### config.mk
export PLATFORM = sky130hd
export DESIGN_NAME = serial_line_discipline_buffer_top_flat
export DESIGN_NICKNAME = d
export VERILOG_FILES = /design/src/hdl/sld_pkg.sv /design/src/hdl/sld_if.sv /design/src/hdl/sld_ctrl.sv /design/src/hdl/sld_dpath.sv /design/src/hdl/serial_line_discipline_buffer_top.sv /design/src/flat_wrapper.sv
export SDC_FILE = /design/constraint.sdc
export NUM_CORES = 1
export LEC_CHECK = 0
export ABC_AREA = 1
export BUFFER_PORTS_ARGS = -buffer_cell sky130_fd_sc_hd__buf_2
export CORE_UTILIZATION = 35
export DETAILED_ROUTE_END_ITERATION = 6
export PLACE_DENSITY_LB_ADDON = 0.2
export SLEW_MARGIN = 5
export SYNTH_ARGS = -nofsm -noshare
export SYNTH_HDL_FRONTEND = slang
export SYNTH_HIERARCHICAL = 1
export SYNTH_SLANG_ARGS = --single-unit
### constraint.sdc
create_clock -name clock -period 4.19 [get_ports clock]
set_input_delay 0 -clock clock [delete_from_list [all_inputs] [get_ports clock]]
set_output_delay 0 -clock clock [all_outputs]
set_load 0.05 [all_outputs]
### src/hdl/sld_pkg.sv
// ----------------------------------------------------------------------------
// sld_pkg
// Shared constants, codes and types of the serial line discipline buffer.
// ----------------------------------------------------------------------------
package sld_pkg;

   // Ring size and the widths that follow from it
   localparam int BUF_DEPTH = 64;
   localparam int PTR_W     = (BUF_DEPTH > 1) ? $clog2(BUF_DEPTH) : 1;
   localparam int CNT_W     = $clog2(BUF_DEPTH + 1);

   // Character codes
   localparam logic [7:0] CH_NL  = 8'h0A;
   localparam logic [7:0] CH_CR  = 8'h0D;
   localparam logic [7:0] CH_BS  = 8'h08;
   localparam logic [7:0] CH_SP  = 8'h20;
   localparam logic [7:0] CH_DEL = 8'h7F;

   // Result kinds
   localparam logic [1:0] KIND_ECHO      = 2'd0;
   localparam logic [1:0] KIND_STATUS    = 2'd1;
   localparam logic [1:0] KIND_DATA      = 2'd2;
   localparam logic [1:0] KIND_NOT_READY = 2'd3;

   // Input item modes
   localparam logic MODE_RX   = 1'b0;
   localparam logic MODE_READ = 1'b1;

   // Most results caused by one item
   localparam int MAX_RES = 3;
   localparam int RES_W   = $clog2(MAX_RES);

   // Controller states
   typedef enum logic [1:0] {
      ST_IDLE,
      ST_EXEC,
      ST_EMIT
   } sld_state_type;

   // Controller to datapath
   typedef struct packed {
      logic load;     // take the item and fetch the ring byte it needs
      logic exec;     // update the ring state and build the results
      logic advance;  // step to the next result
   } sld_cmd_type;

   // Datapath to controller
   typedef struct packed {
      logic at_last;  // the result shown is the final one of the item
   } sld_sts_type;

endpackage

### src/hdl/sld_if.sv
// ----------------------------------------------------------------------------
// sld channel interfaces
// Valid/ready channels for requests, responses and the control register.
// ----------------------------------------------------------------------------
interface sld_req_if
   import sld_pkg::*;
();
   logic       valid;
   logic       ready;
   logic       mode;
   logic [7:0] rx_byte;

   modport source (output valid, output mode, output rx_byte, input ready);
   modport sink   (input valid, input mode, input rx_byte, output ready);
endinterface

interface sld_rsp_if
   import sld_pkg::*;
();
   logic             valid;
   logic             ready;
   logic [1:0]       kind;
   logic [7:0]       data_byte;
   logic             last;
   logic             overflow_error;
   logic [CNT_W-1:0] chars_held;
   logic [CNT_W-1:0] lines_held;

   modport source (output valid, output kind, output data_byte, output last,
                   output overflow_error, output chars_held, output lines_held,
                   input ready);
   modport sink   (input valid, input kind, input data_byte, input last,
                   input overflow_error, input chars_held, input lines_held,
                   output ready);
endinterface

interface sld_csr_if
   import sld_pkg::*;
();
   logic valid;
   logic ready;
   logic text_input;

   modport source (output valid, output text_input, input ready);
   modport sink   (input valid, input text_input, output ready);
endinterface

### src/hdl/sld_ctrl.sv
// ----------------------------------------------------------------------------
// sld_ctrl
// Sequencing state machine: accept, execute, then hand out the results.
// ----------------------------------------------------------------------------
module sld_ctrl
   import sld_pkg::*;
(
   input  logic        clock,
   input  logic        reset,
   input  logic        req_valid,
   output logic        req_ready,
   output logic        rsp_valid,
   input  logic        rsp_ready,
   output sld_cmd_type cmd,
   input  sld_sts_type sts
);

   sld_state_type state_ff;
   sld_state_type state_in;

   // Hold the state
   always_ff @(posedge clock) begin
      if (reset) begin
         state_ff <= ST_IDLE;
      end else begin
         state_ff <= state_in;
      end
   end

   // Next state
   always_comb begin
      state_in = state_ff;
      unique case (state_ff)
         ST_IDLE: begin
            if (req_valid) state_in = ST_EXEC;
         end
         ST_EXEC: begin
            state_in = ST_EMIT;
         end
         ST_EMIT: begin
            if (rsp_ready && sts.at_last) state_in = ST_IDLE;
         end
         default: begin
            state_in = ST_IDLE;
         end
      endcase
   end

   // Outputs
   always_comb begin
      req_ready   = 1'b0;
      rsp_valid   = 1'b0;
      cmd.load    = 1'b0;
      cmd.exec    = 1'b0;
      cmd.advance = 1'b0;
      unique case (state_ff)
         ST_IDLE: begin
            req_ready = 1'b1;
            cmd.load  = req_valid;
         end
         ST_EXEC: begin
            cmd.exec = 1'b1;
         end
         ST_EMIT: begin
            rsp_valid   = 1'b1;
            cmd.advance = rsp_ready;
         end
         default: begin
            req_ready = 1'b0;
         end
      endcase
   end

endmodule

### src/hdl/sld_dpath.sv
// ----------------------------------------------------------------------------
// sld_dpath
// Ring memory, pointers, counters, error flag and the result list.
// ----------------------------------------------------------------------------
module sld_dpath
   import sld_pkg::*;
(
   input  logic             clock,
   input  logic             reset,
   input  sld_cmd_type      cmd,
   output sld_sts_type      sts,
   // request payload
   input  logic             req_mode,
   input  logic [7:0]       req_rx_byte,
   // control register
   input  logic             csr_valid,
   output logic             csr_ready,
   input  logic             csr_text_input,
   // result payload
   output logic [1:0]       rsp_kind,
   output logic [7:0]       rsp_data_byte,
   output logic             rsp_last,
   output logic             rsp_overflow_error,
   output logic [CNT_W-1:0] rsp_chars_held,
   output logic [CNT_W-1:0] rsp_lines_held
);

   localparam logic [PTR_W-1:0] PTR_LAST  = PTR_W'(BUF_DEPTH - 1);
   localparam logic [CNT_W-1:0] CNT_FULL  = CNT_W'(BUF_DEPTH);
   localparam logic [CNT_W-1:0] CNT_TEXT  = CNT_W'(BUF_DEPTH - 1);
   localparam logic [RES_W-1:0] RES_FIRST = RES_W'(0);

   logic [7:0]       ring_mem [BUF_DEPTH];
   logic [7:0]       rd_data_ff;

   logic             text_input_ff;
   logic             mode_ff;
   logic [7:0]       byte_ff;
   logic [PTR_W-1:0] wr_pos_ff, wr_pos_in;
   logic [PTR_W-1:0] rd_pos_ff, rd_pos_in;
   logic [CNT_W-1:0] byte_cnt_ff, byte_cnt_in;
   logic [CNT_W-1:0] line_cnt_ff, line_cnt_in;
   logic             err_ff, err_in;
   logic [1:0]       res_kind_ff [MAX_RES];
   logic [1:0]       res_kind_in [MAX_RES];
   logic [7:0]       res_data_ff [MAX_RES];
   logic [7:0]       res_data_in [MAX_RES];
   logic [RES_W-1:0] last_idx_ff, last_idx_in;
   logic [RES_W-1:0] idx_ff, idx_in;

   logic [PTR_W-1:0] wr_prev;
   logic [PTR_W-1:0] wr_next;
   logic [PTR_W-1:0] rd_next;
   logic [PTR_W-1:0] rd_addr;
   logic             mem_we;
   logic [7:0]       mem_wdata;
   logic             is_full;
   logic             text_room;
   logic             is_nl_cr;
   logic             is_erase;
   logic             read_ok;

   // Wrap the pointers at the ring depth
   assign wr_prev = (wr_pos_ff == '0) ? PTR_LAST : wr_pos_ff - PTR_W'(1);
   assign wr_next = (wr_pos_ff == PTR_LAST) ? '0 : wr_pos_ff + PTR_W'(1);
   assign rd_next = (rd_pos_ff == PTR_LAST) ? '0 : rd_pos_ff + PTR_W'(1);

   // Fetch the head byte for a read, or the last stored byte for an erase
   assign rd_addr = (req_mode == MODE_READ) ? rd_pos_ff : wr_prev;

   always_ff @(posedge clock) begin
      if (mem_we) ring_mem[wr_pos_ff] <= mem_wdata;
      if (cmd.load) rd_data_ff <= ring_mem[rd_addr];
   end

   // Capture the transaction payload
   always_ff @(posedge clock) begin
      if (cmd.load) begin
         mode_ff <= req_mode;
         byte_ff <= req_rx_byte;
      end
   end

   // Take control register writes
   assign csr_ready = 1'b1;

   assign is_full   = (byte_cnt_ff == CNT_FULL);
   assign text_room = (byte_cnt_ff < CNT_TEXT);
   assign is_nl_cr  = (byte_ff == CH_NL) || (byte_ff == CH_CR);
   assign is_erase  = (byte_ff == CH_BS) || (byte_ff == CH_DEL);
   assign read_ok   = (byte_cnt_ff != '0) &&
                      (text_input_ff ? (line_cnt_ff != '0) : 1'b1);

   // Work out the new ring state and the result list of one item
   always_comb begin
      wr_pos_in   = wr_pos_ff;
      rd_pos_in   = rd_pos_ff;
      byte_cnt_in = byte_cnt_ff;
      line_cnt_in = line_cnt_ff;
      err_in      = err_ff;
      mem_we      = 1'b0;
      mem_wdata   = byte_ff;
      last_idx_in = RES_FIRST;
      for (int i = 0; i < MAX_RES; i++) begin
         res_kind_in[i] = KIND_STATUS;
         res_data_in[i] = 8'h00;
      end

      if (cmd.exec) begin
         priority if (mode_ff == MODE_READ) begin
            if (read_ok) begin
               rd_pos_in      = rd_next;
               byte_cnt_in    = byte_cnt_ff - CNT_W'(1);
               if ((rd_data_ff == CH_NL) && (line_cnt_ff != '0)) begin
                  line_cnt_in = line_cnt_ff - CNT_W'(1);
               end
               res_kind_in[0] = KIND_DATA;
               res_data_in[0] = rd_data_ff;
            end else begin
               res_kind_in[0] = KIND_NOT_READY;
            end
         end else if (!text_input_ff) begin
            if (!is_full) begin
               mem_we      = 1'b1;
               wr_pos_in   = wr_next;
               byte_cnt_in = byte_cnt_ff + CNT_W'(1);
               if (byte_ff == CH_NL) line_cnt_in = line_cnt_ff + CNT_W'(1);
            end else begin
               err_in = 1'b1;
            end
         end else if (is_nl_cr) begin
            if (!is_full) begin
               mem_we         = 1'b1;
               mem_wdata      = CH_NL;
               wr_pos_in      = wr_next;
               byte_cnt_in    = byte_cnt_ff + CNT_W'(1);
               line_cnt_in    = line_cnt_ff + CNT_W'(1);
               res_kind_in[0] = KIND_ECHO;
               res_data_in[0] = CH_CR;
               res_kind_in[1] = KIND_ECHO;
               res_data_in[1] = CH_NL;
               last_idx_in    = RES_W'(1);
            end else begin
               err_in = 1'b1;
            end
         end else if (is_erase) begin
            // Erase stops at the start of the current line
            if ((byte_cnt_ff != '0) && (rd_data_ff != CH_NL)) begin
               wr_pos_in      = wr_prev;
               byte_cnt_in    = byte_cnt_ff - CNT_W'(1);
               res_kind_in[0] = KIND_ECHO;
               res_data_in[0] = CH_BS;
               res_kind_in[1] = KIND_ECHO;
               res_data_in[1] = CH_SP;
               res_kind_in[2] = KIND_ECHO;
               res_data_in[2] = CH_BS;
               last_idx_in    = RES_W'(2);
            end
         end else begin
            // Keep one slot free for the line end
            if (text_room) begin
               mem_we         = 1'b1;
               wr_pos_in      = wr_next;
               byte_cnt_in    = byte_cnt_ff + CNT_W'(1);
               res_kind_in[0] = KIND_ECHO;
               res_data_in[0] = byte_ff;
            end else begin
               err_in = 1'b1;
            end
         end
      end
   end

   // Advance through the result list
   always_comb begin
      idx_in = idx_ff;
      if (cmd.exec) begin
         idx_in = RES_FIRST;
      end else if (cmd.advance) begin
         idx_in = idx_ff + RES_W'(1);
      end
   end

   // Hold the control state
   always_ff @(posedge clock) begin
      if (reset) begin
         text_input_ff <= 1'b0;
         wr_pos_ff     <= '0;
         rd_pos_ff     <= '0;
         byte_cnt_ff   <= '0;
         line_cnt_ff   <= '0;
         err_ff        <= 1'b0;
         idx_ff        <= RES_FIRST;
         last_idx_ff   <= RES_FIRST;
      end else begin
         if (csr_valid) text_input_ff <= csr_text_input;
         wr_pos_ff   <= wr_pos_in;
         rd_pos_ff   <= rd_pos_in;
         byte_cnt_ff <= byte_cnt_in;
         line_cnt_ff <= line_cnt_in;
         err_ff      <= err_in;
         idx_ff      <= idx_in;
         if (cmd.exec) last_idx_ff <= last_idx_in;
      end
   end

   // Hold the result list
   always_ff @(posedge clock) begin
      if (cmd.exec) begin
         for (int i = 0; i < MAX_RES; i++) begin
            res_kind_ff[i] <= res_kind_in[i];
            res_data_ff[i] <= res_data_in[i];
         end
      end
   end

   // Present the current result
   assign sts.at_last         = (idx_ff == last_idx_ff);
   assign rsp_kind            = res_kind_ff[idx_ff];
   assign rsp_data_byte       = res_data_ff[idx_ff];
   assign rsp_last            = sts.at_last;
   assign rsp_overflow_error  = err_ff;
   assign rsp_chars_held      = byte_cnt_ff;
   assign rsp_lines_held      = line_cnt_ff;

endmodule

### src/hdl/serial_line_discipline_buffer_top.sv
// ----------------------------------------------------------------------------
// serial_line_discipline_buffer_top
// Receive line discipline with echo and line editing over a byte ring.
// ----------------------------------------------------------------------------
// Channels: req_chan carries one transaction per received byte (mode 0) or
// per read request (mode 1); rsp_chan returns one to three results per
// transaction, the final one flagged by last; csr_chan writes the text_input
// mode bit and is always ready. Write it only while the block is idle.
// Sequence: the accepting edge fetches the ring byte, the execute state
// then updates the ring state and registers the results, and the emit
// state presents them one by one until the last has been taken.
// Concurrency: one transaction at a time. The single read port of the
// ring memory and the result sequencer set this limit.
// Reset: pointers, counters, the overflow flag and the mode bit clear at
// once; ring contents are not cleared and no clearing pass is needed.
// Stall: a result waits with valid high until rsp ready; no new request is
// taken until the last result of the current transaction has gone.
// ----------------------------------------------------------------------------
module serial_line_discipline_buffer_top
   import sld_pkg::*;
(
   input  logic      clock,
   input  logic      reset,
   sld_req_if.sink   req_chan,
   sld_rsp_if.source rsp_chan,
   sld_csr_if.sink   csr_chan
);

   sld_cmd_type cmd;
   sld_sts_type sts;

   // Sequencer
   sld_ctrl u_ctrl (
      .clock     (clock),
      .reset     (reset),
      .req_valid (req_chan.valid),
      .req_ready (req_chan.ready),
      .rsp_valid (rsp_chan.valid),
      .rsp_ready (rsp_chan.ready),
      .cmd       (cmd),
      .sts       (sts)
   );

   // Ring and result datapath
   sld_dpath u_dpath (
      .clock              (clock),
      .reset              (reset),
      .cmd                (cmd),
      .sts                (sts),
      .req_mode           (req_chan.mode),
      .req_rx_byte        (req_chan.rx_byte),
      .csr_valid          (csr_chan.valid),
      .csr_ready          (csr_chan.ready),
      .csr_text_input     (csr_chan.text_input),
      .rsp_kind           (rsp_chan.kind),
      .rsp_data_byte      (rsp_chan.data_byte),
      .rsp_last           (rsp_chan.last),
      .rsp_overflow_error (rsp_chan.overflow_error),
      .rsp_chars_held     (rsp_chan.chars_held),
      .rsp_lines_held     (rsp_chan.lines_held)
   );

`ifndef ASSERT_OFF
   // Never take a request while results are still being handed out
   a_one_at_a_time: assert property (@(posedge clock) disable iff (reset)
      !(req_chan.ready && rsp_chan.valid))
      else $error("request accepted while results pending");

   // Fill level stays within the ring
   a_fill_bound: assert property (@(posedge clock) disable iff (reset)
      rsp_chan.valid |-> (rsp_chan.chars_held <= CNT_W'(BUF_DEPTH)))
      else $error("fill level beyond ring depth");

   // Every counted line has its line end held in the ring
   a_lines_bound: assert property (@(posedge clock) disable iff (reset)
      rsp_chan.valid |-> (rsp_chan.lines_held <= rsp_chan.chars_held))
      else $error("more lines than bytes held");

   // Overflow flag is sticky
   a_err_sticky: assert property (@(posedge clock) disable iff (reset)
      (rsp_chan.valid && rsp_chan.overflow_error) |=>
      (!rsp_chan.valid || rsp_chan.overflow_error))
      else $error("overflow flag cleared without reset");
`endif

endmodule
### src/flat_wrapper.sv
// flat-port wrapper written by rule: the top's interface ports become plain ports
module serial_line_discipline_buffer_top_flat import sld_pkg::*;
  (clock, reset, req_chan_valid, req_chan_mode, req_chan_rx_byte, req_chan_ready, rsp_chan_valid, rsp_chan_kind, rsp_chan_data_byte, rsp_chan_last, rsp_chan_overflow_error, rsp_chan_chars_held, rsp_chan_lines_held, rsp_chan_ready, csr_chan_valid, csr_chan_text_input, csr_chan_ready);
  sld_req_if req_chan_i ();
  sld_rsp_if rsp_chan_i ();
  sld_csr_if csr_chan_i ();
  input  logic clock;
  input  logic reset;
  input wire logic [$bits(req_chan_i.valid)-1:0] req_chan_valid;
  input wire logic [$bits(req_chan_i.mode)-1:0] req_chan_mode;
  input wire logic [$bits(req_chan_i.rx_byte)-1:0] req_chan_rx_byte;
  output wire logic [$bits(req_chan_i.ready)-1:0] req_chan_ready;
  output wire logic [$bits(rsp_chan_i.valid)-1:0] rsp_chan_valid;
  output wire logic [$bits(rsp_chan_i.kind)-1:0] rsp_chan_kind;
  output wire logic [$bits(rsp_chan_i.data_byte)-1:0] rsp_chan_data_byte;
  output wire logic [$bits(rsp_chan_i.last)-1:0] rsp_chan_last;
  output wire logic [$bits(rsp_chan_i.overflow_error)-1:0] rsp_chan_overflow_error;
  output wire logic [$bits(rsp_chan_i.chars_held)-1:0] rsp_chan_chars_held;
  output wire logic [$bits(rsp_chan_i.lines_held)-1:0] rsp_chan_lines_held;
  input wire logic [$bits(rsp_chan_i.ready)-1:0] rsp_chan_ready;
  input wire logic [$bits(csr_chan_i.valid)-1:0] csr_chan_valid;
  input wire logic [$bits(csr_chan_i.text_input)-1:0] csr_chan_text_input;
  output wire logic [$bits(csr_chan_i.ready)-1:0] csr_chan_ready;
  assign req_chan_i.valid = req_chan_valid;
  assign req_chan_i.mode = req_chan_mode;
  assign req_chan_i.rx_byte = req_chan_rx_byte;
  assign req_chan_ready = req_chan_i.ready;
  assign rsp_chan_valid = rsp_chan_i.valid;
  assign rsp_chan_kind = rsp_chan_i.kind;
  assign rsp_chan_data_byte = rsp_chan_i.data_byte;
  assign rsp_chan_last = rsp_chan_i.last;
  assign rsp_chan_overflow_error = rsp_chan_i.overflow_error;
  assign rsp_chan_chars_held = rsp_chan_i.chars_held;
  assign rsp_chan_lines_held = rsp_chan_i.lines_held;
  assign rsp_chan_i.ready = rsp_chan_ready;
  assign csr_chan_i.valid = csr_chan_valid;
  assign csr_chan_i.text_input = csr_chan_text_input;
  assign csr_chan_ready = csr_chan_i.ready;
  serial_line_discipline_buffer_top u_core (.clock(clock), .reset(reset), .req_chan(req_chan_i), .rsp_chan(rsp_chan_i), .csr_chan(csr_chan_i));
endmodule
# Yosys cells after proc, flatten, opt, wreduce, memory -nomap -nowiden
# Memory sizes are Yosys's and may differ from the RTL's. A register that Yosys moved wholly into a read port is not among the register bits.
# Cells that the tools add are included.
word_totals:
  inputBits: 15
  output_inout_bits: 29
  n_memories: 3
  ram_bits: 542
  elab_cells: 157
  regBits: 43
mem_list:
  columns: ["name", "words", "word_bits", "rd", "rd_ports_with_merged_regs", "wr", "line", "text"]
  rows:
  - ["u_core.u_dpath.ring_mem", 64, 8, 1, 1, 1, "sld_dpath.sv:33", "logic [7:0] ring_mem [BUF_DEPTH];"]
  - ["u_core.u_dpath.res_data_ff", 3, 8, 1, 1, 3, "sld_dpath.sv:46", "logic [7:0] res_data_ff [MAX_RES];"]
  - ["u_core.u_dpath.res_kind_ff", 3, 2, 1, 1, 3, "sld_dpath.sv:44", "logic [1:0] res_kind_ff [MAX_RES];"]
classes:
  n_mux: 90
  bitwise_logic: 1
  eq_ne: 25
  reduce_logical: 18
  add_sub_neg: 8
  n_lt_le_gt_ge: 1
ops:
  columns: ["op", "n"]
  rows:
  - ["$mux 7", 16]
  - ["$mux 8", 10]
  - ["$mux 6", 11]
  - ["$mux 16", 3]
  - ["$mux 24", 2]
  - ["$eq 8x4->1 const B", 4]
  - ["$mux 1", 26]
  - ["$mux 2", 13]
  - ["$mux 20", 1]
  - ["$add 7x1->7 const B", 2]
  - ["$reduce_bool 7->1", 2]
  - ["$sub 7x1->7 const B", 2]
  - ["$add 6x1->6 const B", 2]
  - ["$eq 6x6->1 const B", 2]
  - ["$mux 12", 1]
  - ["$reduce_and 4->1", 3]
  - ["$mux 5", 2]
  - ["$ne 3x3->1 const B", 3]
  - ["$eq 8x7->1 const B", 1]
  - ["$mux 4", 2]
  - ["$ne 8x4->1 const B", 1]
  - ["$eq 7x7->1 const B", 1]
  - ["$lt 7x6->1 const B", 1]
  - ["$reduce_and 7->1", 1]
  - ["other kinds (24)", 31]

# Depth between registers and ports, before layout
logic_depth:
  ltp_word: 9
  mapped_depth: 16
  mapped_depth_nobuf: 13

# Hierarchy
# The synthesis kept the hierarchy.
modules_own_cells:
  columns: ["module", "n_inst", "area_per_inst_um2", "seq_area_each_um2", "cells_per_inst"]
  rows:
  - ["sld_dpath", 1, 26082.5, 16986.3, 2583]
  - ["sld_ctrl", 1, 107.6, 40.0, 16]

# Least setup slack after synthesis
# OpenSTA, ideal clock, no wires.
synth_path:
  path_type: "flip-flop to flip-flop"
  start: "register u_core.u_dpath.byte_cnt_ff[0] (netlist: u_core/u_dpath/rsp_chars_held[0])"
  end: "memory u_core.u_dpath.ring_mem[0][0], data pin"
  path_stages_with_launch: 11
  arrival_ns: 3.057
  n_path_buf: 0
  path_slack_ns: 0.635
  period_less_slack_ns: 3.555
  setup_time_ns: 0.499
  t_required_ns: 3.691
  cell_sequence: "dfxtp_1 inv_1 ha_1 nand2_1 nor2_1 nand3_1 inv_1 nor3_2 inv_1 nor2_1 nor2_1"
synth_via:
  elab_chain_len: 6
synth_lines:
  columns: ["item", "line", "text"]
  rows:
  - ["from (decl)", "sld_dpath.sv:41", "logic [CNT_W-1:0] byte_cnt_ff, byte_cnt_in;"]
  - ["from (signal assigned)", "sld_dpath.sv:199", "byte_cnt_ff <= byte_cnt_in;"]
  - ["$eq 7x7->1", "sld_dpath.sv:87", "assign is_full = (byte_cnt_ff == CNT_FULL);"]
  - ["$mux 8", "sld_dpath.sv:132", "if (!is_full) begin"]
  - ["$mux 8", "sld_dpath.sv:131", "end else if (is_nl_cr) begin"]
  - ["$mux 8", "sld_dpath.sv:122", "end else if (!text_input_ff) begin"]
  - ["$mux 8", "sld_dpath.sv:110", "priority if (mode_ff == MODE_READ) begin"]
  - ["$mux 8", "sld_dpath.sv:109", "if (cmd.exec) begin"]
  - ["named net u_core.u_dpath.mem_wdata[0]", "sld_dpath.sv:56", "logic [7:0] mem_wdata;"]
  - ["to (decl)", "sld_dpath.sv:33", null]
# The timed path passes the listed nets, and every way through them passes these cells.

# Worst setup path in the final report
layout_path:
  start: "register u_core.u_dpath.wr_pos_ff[0]"
  end: "register u_core.u_dpath.rd_data_ff[4] (read register of u_core.u_dpath.ring_mem), data pin"
layout_via:
  elab_chain_len: 3
  word_cells_on_any_way: 4
  cone_classes: "1 x add/sub; 2 x mux; 1 x reduce/logical"
layout_lines:
  columns: ["item", "line", "text"]
  rows:
  - ["from (decl)", "sld_dpath.sv:39", "logic [PTR_W-1:0] wr_pos_ff, wr_pos_in;"]
  - ["from (signal assigned)", "sld_dpath.sv:197", "wr_pos_ff <= wr_pos_in;"]
  - ["$sub 6x1->6 or $logic_not 6->1 (tied branches)", "sld_dpath.sv:64", "assign wr_prev = (wr_pos_ff == '0) ? PTR_LAST : wr_pos_ff - PTR_W'(1);"]
  - ["$mux 6 *", "sld_dpath.sv:64", null]
  - ["$mux 6 *", "sld_dpath.sv:69", "assign rd_addr = (req_mode == MODE_READ) ? rd_pos_ff : wr_prev;"]
  - ["to (decl)", "sld_dpath.sv:34", "logic [7:0] rd_data_ff;"]
# Mark *: on every way between the ends. The rest lies on a longest branch, timed or not.
# A chain may end at the register's enable or synchronous reset.

==> out/metrics.cfg <==
[placed_design]
routabilityCongestion=0.842
io_buffers=42
post-dp-hpwl_um=43200
placed_area_sq_um=27400

[synth]
ys_types=46
synth_warnings=6
ys_seq_area_share_pct=65.0
synth-main-ff-cell=edfxtp_1
postSynthAreaPerCell_sq_um=10.1
synth_edf_count=543
syn_area_sq_um=26200
ys_ff_latch=579
synth.net_count=2627
ys_async_sr_fraction_pct=0
syn_inst=2599

[clock_tree]
cts_max_level=3
cts_tree=done
clk_latency_ns=0.60
numCtsBuffers=66
clkSinkCount=579
max-clock-path-buffers=3
path_clk_slew_ns=0.06
cts_root_buf=clkbuf_16

[timing]
final_period_minus_worst_setup_slack_ns=3.71
finalSetupViolCount=0
fmax_ghz=0.270
min_period_over_period_pct=88.5
skew_ns=0.0182
hold_violations=0
drv_slew=0
rsz0062_at_grt=no
tightest_slew_ns=0.993
setup_tns_ns=0
hold_ws_ns=0.125
relSlewSlack_pct=33.7

[critical_path]
r2r-end=u_core/u_dpath/rd_data_ff[4]
cp_top_family=simple AND/OR/NAND/NOR gates
slowest_stage=dfxtp_1
r2r_cells=13
crit_top_cell=nand3_1
critPathLaunchType=flop
r2r-start=u_core/u_dpath/wr_pos_ff[0]
end_kind=flop
required_ns=4.53
arrival_ns=4.05
rrSetupSlack_ns=0.48
crit_chain=inv_1, ha_1, nand3_4, nand3_4, nand2_8, buf_4, nand2_1, nand3_1, nand3_1, nand3_1, nand3_1, nand3_1, nand2_1
worstPathBufferInverterCount=2
slowest_delay_ns=0.59
path_max_fanout=42
crit_type=reg -> reg

[final_layout]
multiInputGateArea_sq_um=7660
regArea_sq_um=17000
area_delta_synth_final_pct=13.0
final_area_sq_um=29600
drive_above_1_share_pct=8.15
diodes=0
nFillCells=7087
fin_nets=2646

[worst_hold_path]
min-delay-start=req_chan_rx_byte[3]
hold_end=u_core/u_dpath/byte_ff[3]
hold_path.class=in -> reg
whs_path_depth=2

[routing]
dr.first_iter.drc_count=1793
routed.top_layer=met4
ant_nets=0
wl_met3_um=4060
first_pass_iters=5
via_count=18776
routed_wirelength_um=73600
avgRoutedWirePerCell_um=20.3
met1_length_um=32900
viasPerCell=5.19
post-route-drc-count=0
wl_met2_um=34500

[grt]
grt_pass1_vias=18183
antenna_found_initial=0
grt_usage_pct=19.5
grt_overflow=0
grt_max_degree=185
grt_pass1_wl_um=111000

[outcome]
status=finished, final reports clean

[pwr]
power.share.clock_pct=42.1
pwr-share-seq_pct=48.4
p_int_uw=9990
power.density_nw_per_um2=448
swShare_pct=24.6
switchingPower_uw=3260
p_leak_uw=0.0115
power_frac_comb_pct=9.5
ir_drop_mv=0.256

[die]
core_sq_um=73500
num_rows=99
fp.dieH_um=276
boundaryPins=44
start_util_pct=35.7
die_w_um=276
die-area_sq_um=75900

[run]
cap_violations=0

[worst reg2reg max path: stages (launching register included)]
cell and delay (ns):
dfxtp_1 0.59, inv_1 0.21, ha_1 0.28, nand3_4 0.13, nand3_4 0.44, nand2_8 0.43
buf_4 0.48, nand2_1 0.17, nand3_1 0.11, nand3_1 0.08, nand3_1 0.09, nand3_1 0.14
nand3_1 0.21, nand2_1 0.10
[registers in the layout (all words and copies together), names as in the netlist, named ones only]
| signal | flops |
|---|---|
| u_core/u_dpath/res_kind_ff | 4 |
| u_core/u_dpath/rd_data_ff | 8 |
| u_core/u_dpath/rsp_chars_held | 7 |
| u_core/u_dpath/ring_mem | 512 |
| u_core/u_ctrl/state_ff | 2 |
| u_core/u_dpath/idx_ff | 2 |
| u_core/u_dpath/rsp_overflow_error | 1 |
| u_core/u_dpath/wr_pos_ff | 6 |
| u_core/u_dpath/mode_ff | 1 |
| u_core/u_dpath/rd_pos_ff | 6 |
| u_core/u_dpath/text_input_ff | 1 |
| u_core/u_dpath/byte_ff | 8 |
| u_core/u_dpath/last_idx_ff | 2 |
| u_core/u_dpath/res_data_ff | 10 |
| u_core/u_dpath/rsp_lines_held | 7 |
[power groups by stage]
stage                     registers, uW  logic (uW)  clock network (uW)
after CTS                          6420        1260                5700
after global placement             6540        1240                   0
after global routing               6420        1380                5910
after floorplan                    6550         794                   0
final                              6420        1260                5580
after detailed placement           6540        1250                   0
[worst max-delay path by stage]
| stage | from | depth (start not counted) | slack (ns) | endpoint |
|---|---|---|---|---|
| 3_5_place_dp | u_core/u_dpath/wr_pos_ff[0] | 15 | 0.58 | u_core/u_dpath/rd_data_ff[4] |
| 4_1_cts | u_core/u_dpath/wr_pos_ff[0] | 15 | 0.55 | u_core/u_dpath/rd_data_ff[4] |
| 5_1_grt | u_core/u_dpath/wr_pos_ff[0] | 14 | 0.26 | u_core/u_dpath/rd_data_ff[4] |
| 2_1_floorplan | u_core/u_dpath/rsp_chars_held[0] | 10 | 0.63 | u_core/u_dpath/ring_mem[0][0] |
| 3_3_place_gp | u_core/u_dpath/wr_pos_ff[0] | 15 | 0.63 | u_core/u_dpath/rd_data_ff[5] |
| 6_report | u_core/u_dpath/wr_pos_ff[0] | 13 | 0.48 | u_core/u_dpath/rd_data_ff[4] |
[per-layer routing]
metal	GRT usage, %	vias to the layer above
li1	-	8864
met1	26.4	9193
met2	31.8	582
met3	3.17	137
met4	6.57	0
met5	0	-
[cell families after synthesis]
group                      Yosys count  share of synthesized area, %
AOI/OAI and AO/OA                   75                          1.61
xor gates and xnor gates            19                         0.635
adders and majority gates           13                         0.650
buffers and inverters              368                          5.93
DFF                                579                          65.0
other                                1                        0.0143
and+or+nand+nor                   1544                          26.1
[timing repair]
| action | CTS | global route |
|---|---|---|
| setup buffers | 0 | 0 |
| hold buffers | 17 | 0 |
| resized for setup | 0 | 0 |
| endpoints found under the hold margin | 44 | 0 |
[layout make-up]
| class | count | share of cell area, % |
|---|---|---|
| clock buffers | 83 | 5.90 |
| clock inverters | 29 | 1.02 |
| inverters | 218 | 2.77 |
| multi-input cells | 1652 | 25.9 |
| flip-flops and latches | 579 | 57.5 |
| well taps | 959 | 4.05 |
| repair buffers | 101 | 2.86 |
[Yosys cell counts, types with 3 or more instances]
cell type	instances	share of area (%)
o21ai_0	22	0.42
inv_1	207	3.0
a21oi_1	33	0.63
buf_4	19	0.54
nand3b_1	33	0.95
nand2_1	754	11
buf_1	4	0.057
o22ai_1	4	0.096
edfxtp_1	543	62
xor2_1	16	0.54
nor3_1	12	0.23
ha_1	12	0.57
nor2_2	4	0.096
inv_2	10	0.14
xnor2_1	3	0.10
clkbuf_1	56	0.80
or2_2	4	0.096
nand4_1	7	0.17
buf_2	69	1.3
nand3_1	582	11
o21ai_2	5	0.17
nor2_1	125	1.8
nand2_2	3	0.072
dfxtp_1	36	2.8
nor4_1	4	0.096
o211ai_1	3	0.086
[layout by cell type (no fill, tap or decap), types with 4 or more instances in the layout]
cell           synthesis  routed
dfxtp_1               36      36
o22ai_1                4       4
dlygate4sd3_1          0      17
nor3_1                12      12
nand3_1              582     582
buf_4                 19      30
o21ai_0               22      21
nor2_4                 2       4
bufinv_16              0       5
clkinv_1               1      11
nand4_1                7       7
nor2_2                 4       5
nor4_1                 4       4
ha_1                  12      12
buf_2                 69      42
xor2_1                16      16
inv_2                 10      10
clkinv_2               0       8
clkbuf_16              0      67
inv_1                207     206
o21ai_2                5       4
a21oi_1               33      33
nand2_1              754     752
buf_12                 0      12
nand3b_1              33      33
nor2_1               125     122
clkbuf_1              56      15
or2_2                  4       4
nand2_2                3       4
edfxtp_1             543     543
[stage by stage]
stage	total power, uW	cells	worst slack, ns	utilization, %
finish	13300	3621	0.482	40.3
CTS	13400	3621	0.550	40.3
global route	13700	3621	0.265	40.3
floorplan	7350	2599	0.635	-
detailed placement	7790	3492	0.577	37.3
global placement	7780	3492	0.627	37.3
No activity file was read; power rests on OpenSTA's default activity.
